$ cat src/hw/rtl/cmf_pkg.sv
// Shared types, widths, register codes and the saturation helper for the
// color matrix filter. No dependencies.

package cmf_pkg;

  localparam int unsigned COEF_FRAC_BITS = 12;
  localparam int unsigned CHAN_W         = 8;
  localparam int unsigned COEF_W         = 16;
  localparam int unsigned ROW_W          = 4 * COEF_W;
  // An 8-bit channel times a signed 16-bit weight, and 255 times a weight.
  localparam int unsigned PROD_W         = CHAN_W + COEF_W + 1;
  // Four products summed.
  localparam int unsigned SUM_W          = PROD_W + 2;

  typedef enum logic [1:0] {
    REG_RED_ROW    = 2'd0,
    REG_GREEN_ROW  = 2'd1,
    REG_BLUE_ROW   = 2'd2,
    REG_ALPHA_GAIN = 2'd3
  } cfg_idx_e;

  typedef struct packed {
    logic signed [COEF_W-1:0] offset;
    logic signed [COEF_W-1:0] blue;
    logic signed [COEF_W-1:0] green;
    logic signed [COEF_W-1:0] red;
  } coef_row_t;

  typedef struct packed {
    coef_row_t                red_row;
    coef_row_t                green_row;
    coef_row_t                blue_row;
    logic signed [COEF_W-1:0] alpha_gain;
  } cmf_cfg_t;

  typedef struct packed {
    logic [CHAN_W-1:0] alpha;
    logic [CHAN_W-1:0] blue;
    logic [CHAN_W-1:0] green;
    logic [CHAN_W-1:0] red;
  } pixel_t;

  localparam logic signed [COEF_W-1:0] ONE_COEF  = COEF_W'(1 << COEF_FRAC_BITS);
  localparam logic signed [COEF_W-1:0] ZERO_COEF = '0;

  localparam coef_row_t RED_ROW_RESET   = '{offset: ZERO_COEF, blue: ZERO_COEF,
                                            green: ZERO_COEF, red: ONE_COEF};
  localparam coef_row_t GREEN_ROW_RESET = '{offset: ZERO_COEF, blue: ZERO_COEF,
                                            green: ONE_COEF, red: ZERO_COEF};
  localparam coef_row_t BLUE_ROW_RESET  = '{offset: ZERO_COEF, blue: ONE_COEF,
                                            green: ZERO_COEF, red: ZERO_COEF};

  // Drops the fraction bits and saturates the result to 0..255.
  function automatic logic [CHAN_W-1:0] clamp_shift(logic signed [SUM_W-1:0] sum);
    logic [CHAN_W-1:0] res;
    if (sum[SUM_W-1]) begin
      res = '0;
    end else if (|sum[SUM_W-2:COEF_FRAC_BITS+CHAN_W]) begin
      res = '1;
    end else begin
      res = sum[COEF_FRAC_BITS+CHAN_W-1:COEF_FRAC_BITS];
    end
    return res;
  endfunction

endpackage

$ cat src/hw/rtl/cmf_cfg_regs.sv
// Configuration register file: three weight rows and the alpha gain.
// Depends on cmf_pkg.

module cmf_cfg_regs
  import cmf_pkg::*;
(
  input  logic             clk_i,
  input  logic             rst_ni,
  input  logic             cfg_we_i,
  input  logic [1:0]       cfg_idx_i,
  input  logic [ROW_W-1:0] cfg_wdata_i,
  output cmf_cfg_t         cfg_o
);

  cmf_cfg_t cfg_q;
  cmf_cfg_t cfg_d;

  always_comb begin
    cfg_d = cfg_q;
    if (cfg_we_i) begin
      case (cfg_idx_e'(cfg_idx_i))
        REG_RED_ROW:    cfg_d.red_row    = cfg_wdata_i;
        REG_GREEN_ROW:  cfg_d.green_row  = cfg_wdata_i;
        REG_BLUE_ROW:   cfg_d.blue_row   = cfg_wdata_i;
        REG_ALPHA_GAIN: cfg_d.alpha_gain = cfg_wdata_i[COEF_W-1:0];
        default:        cfg_d = cfg_q;
      endcase
    end
  end

  always_ff @(posedge clk_i or negedge rst_ni) begin
    if (!rst_ni) begin
      cfg_q.red_row    <= RED_ROW_RESET;
      cfg_q.green_row  <= GREEN_ROW_RESET;
      cfg_q.blue_row   <= BLUE_ROW_RESET;
      cfg_q.alpha_gain <= ONE_COEF;
    end else begin
      cfg_q <= cfg_d;
    end
  end

  assign cfg_o = cfg_q;

endmodule

$ cat src/hw/rtl/cmf_row_mac.sv
// One output channel: four weighted products summed, shifted and saturated
// into a registered 8-bit result. Depends on cmf_pkg.

module cmf_row_mac
  import cmf_pkg::*;
(
  input  logic              clk_i,
  input  logic [CHAN_W-1:0] red_i,
  input  logic [CHAN_W-1:0] green_i,
  input  logic [CHAN_W-1:0] blue_i,
  input  coef_row_t         row_i,
  output logic [CHAN_W-1:0] chan_o
);

  logic signed [CHAN_W:0]   red_s;
  logic signed [CHAN_W:0]   green_s;
  logic signed [CHAN_W:0]   blue_s;
  logic signed [PROD_W-1:0] offset_ext;
  logic signed [PROD_W-1:0] prod [4];
  logic signed [SUM_W-1:0]  sum;
  logic [CHAN_W-1:0]        chan_q;

  assign red_s      = signed'({1'b0, red_i});
  assign green_s    = signed'({1'b0, green_i});
  assign blue_s     = signed'({1'b0, blue_i});
  assign offset_ext = PROD_W'(row_i.offset);

  always_comb begin
    prod[0] = PROD_W'(red_s) * PROD_W'(row_i.red);
    prod[1] = PROD_W'(green_s) * PROD_W'(row_i.green);
    prod[2] = PROD_W'(blue_s) * PROD_W'(row_i.blue);
    // The offset is scaled by 255, done as a shift and a subtract.
    prod[3] = (offset_ext <<< CHAN_W) - offset_ext;
  end

  assign sum = SUM_W'(prod[0]) + SUM_W'(prod[1])
             + SUM_W'(prod[2]) + SUM_W'(prod[3]);

  always_ff @(posedge clk_i) begin
    chan_q <= clamp_shift(sum);
  end

  assign chan_o = chan_q;

endmodule

$ cat src/hw/rtl/color_matrix_filter.sv
// Color matrix filter top level: input register, four channel datapaths,
// valid pipeline and the configuration registers. Depends on cmf_pkg,
// cmf_cfg_regs and cmf_row_mac.
//
// Usage: a pixel request is taken at a rising clock edge where start is
// high and busy is low. busy stays low, so a new pixel may be sent in every
// cycle and the block sustains one pixel per clock. Each pixel passes two
// register stages (input register, result register) before its result is
// on the outputs with done_o high for exactly one cycle; results leave in
// request order. The receiver cannot stall the block and must take each
// result when done_o is high. Weights are written through cfg_we_i,
// cfg_idx_i and cfg_wdata_i, one register per edge; the user must write
// them only while no pixel is in flight, which the block does not enforce.
// Reset clears the valid pipeline and loads the identity matrix with an
// alpha gain of 1.0.

module color_matrix_filter
  import cmf_pkg::*;
(
  input  logic              clk_i,
  input  logic              rst_ni,
  input  logic              start,
  output logic              busy,
  input  logic [CHAN_W-1:0] red_in_i,
  input  logic [CHAN_W-1:0] green_in_i,
  input  logic [CHAN_W-1:0] blue_in_i,
  input  logic [CHAN_W-1:0] alpha_in_i,
  output logic              done_o,
  output logic [CHAN_W-1:0] red_out_o,
  output logic [CHAN_W-1:0] green_out_o,
  output logic [CHAN_W-1:0] blue_out_o,
  output logic [CHAN_W-1:0] alpha_out_o,
  input  logic              cfg_we_i,
  input  logic [1:0]        cfg_idx_i,
  input  logic [ROW_W-1:0]  cfg_wdata_i
);

  cmf_cfg_t  cfg;
  pixel_t    pix_q;
  logic      req_accept;
  logic [1:0] valid_q;
  coef_row_t alpha_row;

  assign busy       = 1'b0;
  assign req_accept = start && !busy;

  cmf_cfg_regs u_cfg_regs (
    .clk_i       (clk_i),
    .rst_ni      (rst_ni),
    .cfg_we_i    (cfg_we_i),
    .cfg_idx_i   (cfg_idx_i),
    .cfg_wdata_i (cfg_wdata_i),
    .cfg_o       (cfg)
  );

  always_ff @(posedge clk_i or negedge rst_ni) begin
    if (!rst_ni) begin
      valid_q <= '0;
    end else begin
      valid_q <= {valid_q[0], req_accept};
    end
  end

  always_ff @(posedge clk_i) begin
    if (req_accept) begin
      pix_q <= '{alpha: alpha_in_i, blue: blue_in_i, green: green_in_i, red: red_in_i};
    end
  end

  cmf_row_mac u_red_mac (
    .clk_i   (clk_i),
    .red_i   (pix_q.red),
    .green_i (pix_q.green),
    .blue_i  (pix_q.blue),
    .row_i   (cfg.red_row),
    .chan_o  (red_out_o)
  );

  cmf_row_mac u_green_mac (
    .clk_i   (clk_i),
    .red_i   (pix_q.red),
    .green_i (pix_q.green),
    .blue_i  (pix_q.blue),
    .row_i   (cfg.green_row),
    .chan_o  (green_out_o)
  );

  cmf_row_mac u_blue_mac (
    .clk_i   (clk_i),
    .red_i   (pix_q.red),
    .green_i (pix_q.green),
    .blue_i  (pix_q.blue),
    .row_i   (cfg.blue_row),
    .chan_o  (blue_out_o)
  );

  // Alpha reuses the channel datapath with only one nonzero weight.
  assign alpha_row = '{offset: ZERO_COEF, blue: ZERO_COEF,
                       green: ZERO_COEF, red: cfg.alpha_gain};

  cmf_row_mac u_alpha_mac (
    .clk_i   (clk_i),
    .red_i   (pix_q.alpha),
    .green_i ('0),
    .blue_i  ('0),
    .row_i   (alpha_row),
    .chan_o  (alpha_out_o)
  );

  assign done_o = valid_q[1];

`ifndef SYNTHESIS
  a_req_gives_done: assert property (@(posedge clk_i) disable iff (!rst_ni)
    req_accept |-> ##2 done_o)
    else $error("accepted pixel request did not produce a result");

  a_done_has_req: assert property (@(posedge clk_i) disable iff (!rst_ni)
    done_o |-> $past(req_accept, 2))
    else $error("result strobe without a matching pixel request");

  a_no_cfg_in_flight: assert property (@(posedge clk_i) disable iff (!rst_ni)
    cfg_we_i |-> !(|valid_q))
    else $error("configuration written while a pixel is in flight");
`endif

endmodule

$ cat config.mk
export PLATFORM = sky130hd
export DESIGN_NAME = color_matrix_filter
export DESIGN_NICKNAME = d
export VERILOG_FILES = /design/src/hw/rtl/cmf_pkg.sv /design/src/hw/rtl/cmf_cfg_regs.sv /design/src/hw/rtl/cmf_row_mac.sv /design/src/hw/rtl/color_matrix_filter.sv
export SDC_FILE = /design/constraint.sdc
export NUM_CORES = 2
export LEC_CHECK = 0
export BUFFER_PORTS_ARGS = -buffer_cell sky130_fd_sc_hd__buf_2
export CORE_MARGIN = 2
export CORE_UTILIZATION = 60
export DETAILED_ROUTE_END_ITERATION = 6
export PLACE_DENSITY_LB_ADDON = 0.25
export REMOVE_ABC_BUFFERS = 1
export SETUP_SLACK_MARGIN = 0.1
export SLEW_MARGIN = 20
export SYNTH_ARGS = -nofsm -noshare
export SYNTH_HDL_FRONTEND = slang
export SYNTH_SLANG_ARGS = --single-unit
$ cat constraint.sdc
create_clock -name clk_i -period 11.7 [get_ports clk_i]
set_clock_uncertainty 0.1 [all_clocks]
set_input_delay 0.585 -clock clk_i [delete_from_list [all_inputs] [get_ports clk_i]]
set_output_delay 0.585 -clock clk_i [all_outputs]
set_load 0.005 [all_outputs]
# Yosys cells after proc, flatten, opt, wreduce, memory -nomap -nowiden

Cells that the tools add are included.
Widths: inputs -> output; s select.

Register bits: 274
Input port bits: 102
Output and inout port bits: 34
Word-level logic and storage cells: 60

Add/subtract/negate cells: 12
Multipliers: 10
Equal/unequal tests: 3
Multiplexer cells: 4
Reductions and logical operators: 9

Operator list:

| kind               | number |
|---|---|
| $mul 9x16->25      | 10 |
| $add 26x25->27     | 3 |
| $add 27x25->27     | 3 |
| $add 25x25->26     | 3 |
| $sub 24x16->25     | 3 |
| $mux 8             | 4 |
| $reduce_or 6->1    | 3 |
| $reduce_and 2->1   | 4 |
| $reduce_or 5->1    | 1 |
| $eq 2x2->1 const B | 2 |
| $eq 2x1->1 const B | 1 |
| $logic_not 2->1    | 1 |

# Longest topological paths before layout

Depth after elaboration: 6
Mapped depth: 28

# Hierarchy

A second synthesis with hierarchy kept.

Cell total of the unflattened synthesis: 7,135
Area total of the unflattened synthesis: 73,085.1 um^2

Modules (own cells, without submodules):

| module                       | instances | cells each | area an instance (um^2) | seq. area each (um^2) |
|---|---|---|---|---|
| cmf_row_mac (u_blue_mac ...) | 2         | 1,662      | 15,849.0                | 160.2 |
| cmf_row_mac (u_red_mac)      | 1         | 1,673      | 15,894.0                | 160.2 |
| cmf_row_mac (u_alpha_mac)    | 1         | 1,660      | 15,859.0                | 160.2 |
| cmf_cfg_regs                 | 1         | 442        | 8,612.0                 | 5,210.0 |
| color_matrix_filter          | 1         | 36         | 1,022.2                 | 1,011.0 |

# Worst setup path before layout

No wires, ideal clock.

Path type: register to register
From: register pix_q[20] (netlist name)
To: register u_red_mac.chan_q[0], in the netlist u_red_mac.chan_o[0]
Arrival time: 7,202 ps
Data required time: 11,445 ps
Path slack: 4,242 ps
Stages on the path, launching flop included: 25
Buffers on the path: 2
Cells stage by stage: edfxtp_1 -> clkbuf_1 -> clkbuf_1 -> nand2_1 -> fa_1 -> fa_1 -> inv_1 -> fa_1 -> fa_1 -> fa_1 -> fa_1 -> fa_1 -> inv_1 -> fa_1 -> inv_1 -> ha_1 -> a21o_1 -> nand2b_1 -> a2111oi_4 -> nor3b_2 -> o21a_1 -> o21ai_1 -> nand3_1 -> a222oi_1 -> a21oi_1

Longest elaborated chain between the ends: 5

Ends and longest elaborated chain:

| what                     | RTL line                  | RTL |
|---|---|---|
| start: declaration       | color_matrix_filter.sv:39 | `pixel_t pix_q;` |
| start signal: assignment | color_matrix_filter.sv:66 | `pix_q <= '{alpha: alpha_in_i, blue: blue_in_i, green: green_in_i, red: red_in_i};` |
| $mul 9x16->25 *          | cmf_row_mac.sv:31         | `prod[2] = PROD_W'(blue_s) * PROD_W'(row_i.blue);` |
| $add 26x25->27 *         | cmf_row_mac.sv:37         | `+ SUM_W'(prod[2]) + SUM_W'(prod[3]);` |
| $add 27x25->27 *         | cmf_row_mac.sv:37         |  |
| $reduce_or 6->1          | cmf_pkg.sv:58             | `end else if (\|sum[SUM_W-2:COEF_FRAC_BITS+CHAN_W]) begin` |
| $mux 8                   | cmf_pkg.sv:58             |  |
| end signal: assignment   | cmf_row_mac.sv:40         | `chan_q <= clamp_shift(sum);` |
| end: declaration         | cmf_row_mac.sv:21         | `logic [CHAN_W-1:0] chan_q;` |

Every way passes the cells marked *; elsewhere a longest branch is shown, timed or not.
A chain may end at the register's enable or synchronous reset.

# Final worst setup path

From: register pix_q[4] (netlist name)
To: register u_red_mac.chan_q[5], in the netlist u_red_mac.chan_o[5]

Longest elaborated chain between the ends: 6

Ends and longest elaborated chain:

| what             | RTL line          | RTL |
|---|---|---|
| $mul 9x16->25 *  | cmf_row_mac.sv:29 | `prod[0] = PROD_W'(red_s) * PROD_W'(row_i.red);` |
| $add 25x25->26 * | cmf_row_mac.sv:36 | `assign sum = SUM_W'(prod[0]) + SUM_W'(prod[1])` |
| $add 26x25->27 * | cmf_row_mac.sv:37 |  |
| $add 27x25->27 * | cmf_row_mac.sv:37 |  |
| $reduce_or 6->1  | cmf_pkg.sv:58     |  |
| $mux 8           | cmf_pkg.sv:58     |  |

Marks and branches as above.

==> out/metrics.yaml <==
outcome:
  outcome: "completed"
yosys:
  yosysWarnings: 0
  synth_largest_area_cell: "fa_1"
  synth_area_leaders: "fa_1, inv_1, ha_1"
  syn_inst: 5939
  synth_seq_area_share: 0.114
  synthFlopType: "dfrtp_1"
  synth_common_cells: "inv_1, fa_1, and2_1"
  synth_most_common_cell: "inv_1"
  synth-edff-count: 32
  synthArstFlopShare: 0.766
  synth_top_area_frac: 0.486
  yosys_register_bits: 274
  synth_cell_types: 68
  synth.avg_cell_area_um2: 10.1
  syn_area_um2: 60200
timing:
  setup_tns_ps: 0
  finalHoldViolCount: 0
  post-route-period-util: 0.752
  relSlewSlack: 0.292
  slew_viol_final: 0
  final.setup.worst_slack_ps: 2900
  rsz0062_at_grt: "no"
  max_clock_freq_ghz: 0.114
  worst_pin_slew_ps: 1050
  min_period_ps: 8800
  final-setup-viol-count: 0
critical_path:
  path_class: "reg2reg"
  start_kind: "flip-flop"
  r2r_setup_slack_ps: 2900
  cp_max_fo: 48
  crit_path_end_kind: "flip-flop"
  crit_arrival_ps: 9130
  worst_ep_required_time_ps: 12030
detailed_routing:
  wire_per_inst_um: 19.9
  drt_pass1_iterations: 7
  viasPerCell: 5.36
  drc_errors: 0
  ant_nets: 0
  drtIter0Drc: 2900
  routed_wl_um: 145000
  via_count: 39100
placement:
  place_area_um2: 62000
  hpwl_um: 117000
  place_ws_ps: 3020
  gp_congestion: 0.930
  portBuffers: 134
cts:
  cts_made_buffers: 39
  cts.sink_count: 274
  cts_root_buf: "clkbuf_16"
  clockBufferDepth: 3
  cts_tree: "done"
  path_clk_slew_ps: 60
  htree_num_levels: 2
  insertion_delay_ps: 610
finish:
  nNetsFinal: 7954
  fill_cells: 8086
  fin_area_um2: 63300
  finish.utilization: 0.635
  drive_gt1_frac: 0.0756
  syn_to_final_growth_pct: 5.19
floorplanning:
  rows: 116
  initial_core_util: 0.603
  dieArea_um2: 103000
  die_w_um: 321
  die_y_um: 321
  io-pin-count: 136
  core-area_um2: 99700
grt:
  grt_usage: 0.309
  antenna_found_initial: 4
  grt_pass1_wl_um: 243000
  grt_pass1_vias: 43800
  grt_max_degree: 106
  gr-total-overflow: 0
job:
  drv_cap: 0
hold_path:
  min_path_type: "in2reg"
-- sequential cells by signal (all words and copies together), names as in the netlist --
| signal | count |
|---|---|
| valid_q | 2 |
| u_cfg_regs.cfg_o | 208 |
| u_alpha_mac.chan_o | 8 |
| u_green_mac.chan_o | 8 |
| pix_q | 32 |
| u_blue_mac.chan_o | 8 |
| u_red_mac.chan_o | 8 |
-- layer usage --
| metal | vias up | routed length [µm] | part of all wire | global-route usage |
|---|---|---|---|---|
| li1 | 17100 | - | - | - |
| met2 | 1454 | 66500 | 0.46 | 0.480 |
| met5 | - | 17 | 0.00012 | 0 |
| met4 | 4 | 5510 | 0.038 | 0.0994 |
| met3 | 212 | 11400 | 0.079 | 0.0506 |
| met1 | 20400 | 61800 | 0.43 | 0.448 |
-- stage by stage --
step           instances  hold WS, ps
6_report            7294         46.0
4_1_cts             7288         7.71
2_1_floorplan       5750          189
5_1_grt             7288         4.47
3_5_place_dp        7215          243
3_3_place_gp        7214          238
-- cells by family after synthesis --
| logic type | synth area share |
|---|---|
| adder cells (fa/ha/maj) | 0.576 |
| multiplexers | 0.0361 |
| XOR/XNOR | 0.0112 |
| buffers and inverters | 0.118 |
| AO/OA/AOI/OAI | 0.0213 |
| other | 0.0000623 |
| flip-flops | 0.114 |
| AND/OR/NAND/NOR | 0.123 |
-- what timing repair did --
item / CTS / global route
resized for setup: 0 / 0
hold buffers: 1 / 0
endpoints found under the hold margin: 29 / 0
setup buffers: 0 / 0
-- critical path: stages (launching register included) --
cell	delay (ps)
edfxtp_1	320
buf_4	620
nand2_1	180
fa_1	560
fa_1	540
fa_1	520
fa_1	510
inv_1	60
fa_1	550
fa_1	430
fa_1	500
inv_1	50
fa_1	480
inv_1	40
ha_1	310
a21oi_2	310
nand2b_1	180
a2111oi_4	460
nor3b_2	120
o21a_1	220
o21ai_1	280
nand3_1	150
a222oi_1	670
buf_2	310
a21oi_1	80
-- cells in the final DEF, fill, tap and decap left out, drive strengths merged, types with 5 or more instances in the layout --
| cell | netlist | final |
|---|---|---|
| inv | 1706 | 1708 |
| fa | 1460 | 1460 |
| and2 | 754 | 754 |
| nand2 | 564 | 564 |
| ha | 433 | 433 |
| dfrtp | 206 | 206 |
| mux2 | 193 | 193 |
| buf | 6 | 167 |
| a21oi | 77 | 77 |
| xnor2 | 53 | 53 |
| clkbuf | 183 | 49 |
| o21ai | 37 | 37 |
| edfxtp | 32 | 32 |
| dfxtp | 32 | 32 |
| xor2 | 24 | 24 |
| nor2 | 22 | 22 |
| a21o | 18 | 18 |
| clkinv | 0 | 16 |
| o21a | 12 | 12 |
| nor3 | 11 | 11 |
| nand3 | 10 | 10 |
| nand4 | 8 | 8 |
| and3 | 7 | 7 |
| diode | 0 | 6 |
| nand2b | 6 | 6 |
| and4 | 5 | 5 |
| nor2b | 5 | 5 |
| nand3b | 5 | 5 |
| a211oi | 5 | 5 |
-- worst paths after layout --
check / from / endpoint / depth (start not counted)
min reg2reg: valid_q[0] / valid_q[1] / 0
max in group asynchronous: rst_ni / u_cfg_regs.cfg_o[107] / 3
min in group asynchronous: rst_ni / u_cfg_regs.cfg_o[18] / 2
max: pix_q[4] / u_red_mac.chan_o[5] / 24
max reg2reg: pix_q[4] / u_red_mac.chan_o[5] / 24
min: alpha_in_i[6] / pix_q[30] / 1
-- final cells by class --
| class | instances | area (µm²) | share of cell area |
|---|---|---|---|
| tap | 1298 | 1620 | 0.0257 |
| clock inverter | 23 | 176 | 0.00279 |
| timing repair buffer | 168 | 936 | 0.0148 |
| antenna | 6 | 15.0 | 0.000237 |
| clock buffer | 49 | 1070 | 0.0170 |
| inverter | 1706 | 6400 | 0.101 |
| multi-input combinational | 3770 | 46200 | 0.730 |
| sequential | 274 | 6860 | 0.108 |
Power is not shown: default switching activity piles up to over one toggle a cycle in this logic, so the estimate is an artifact.
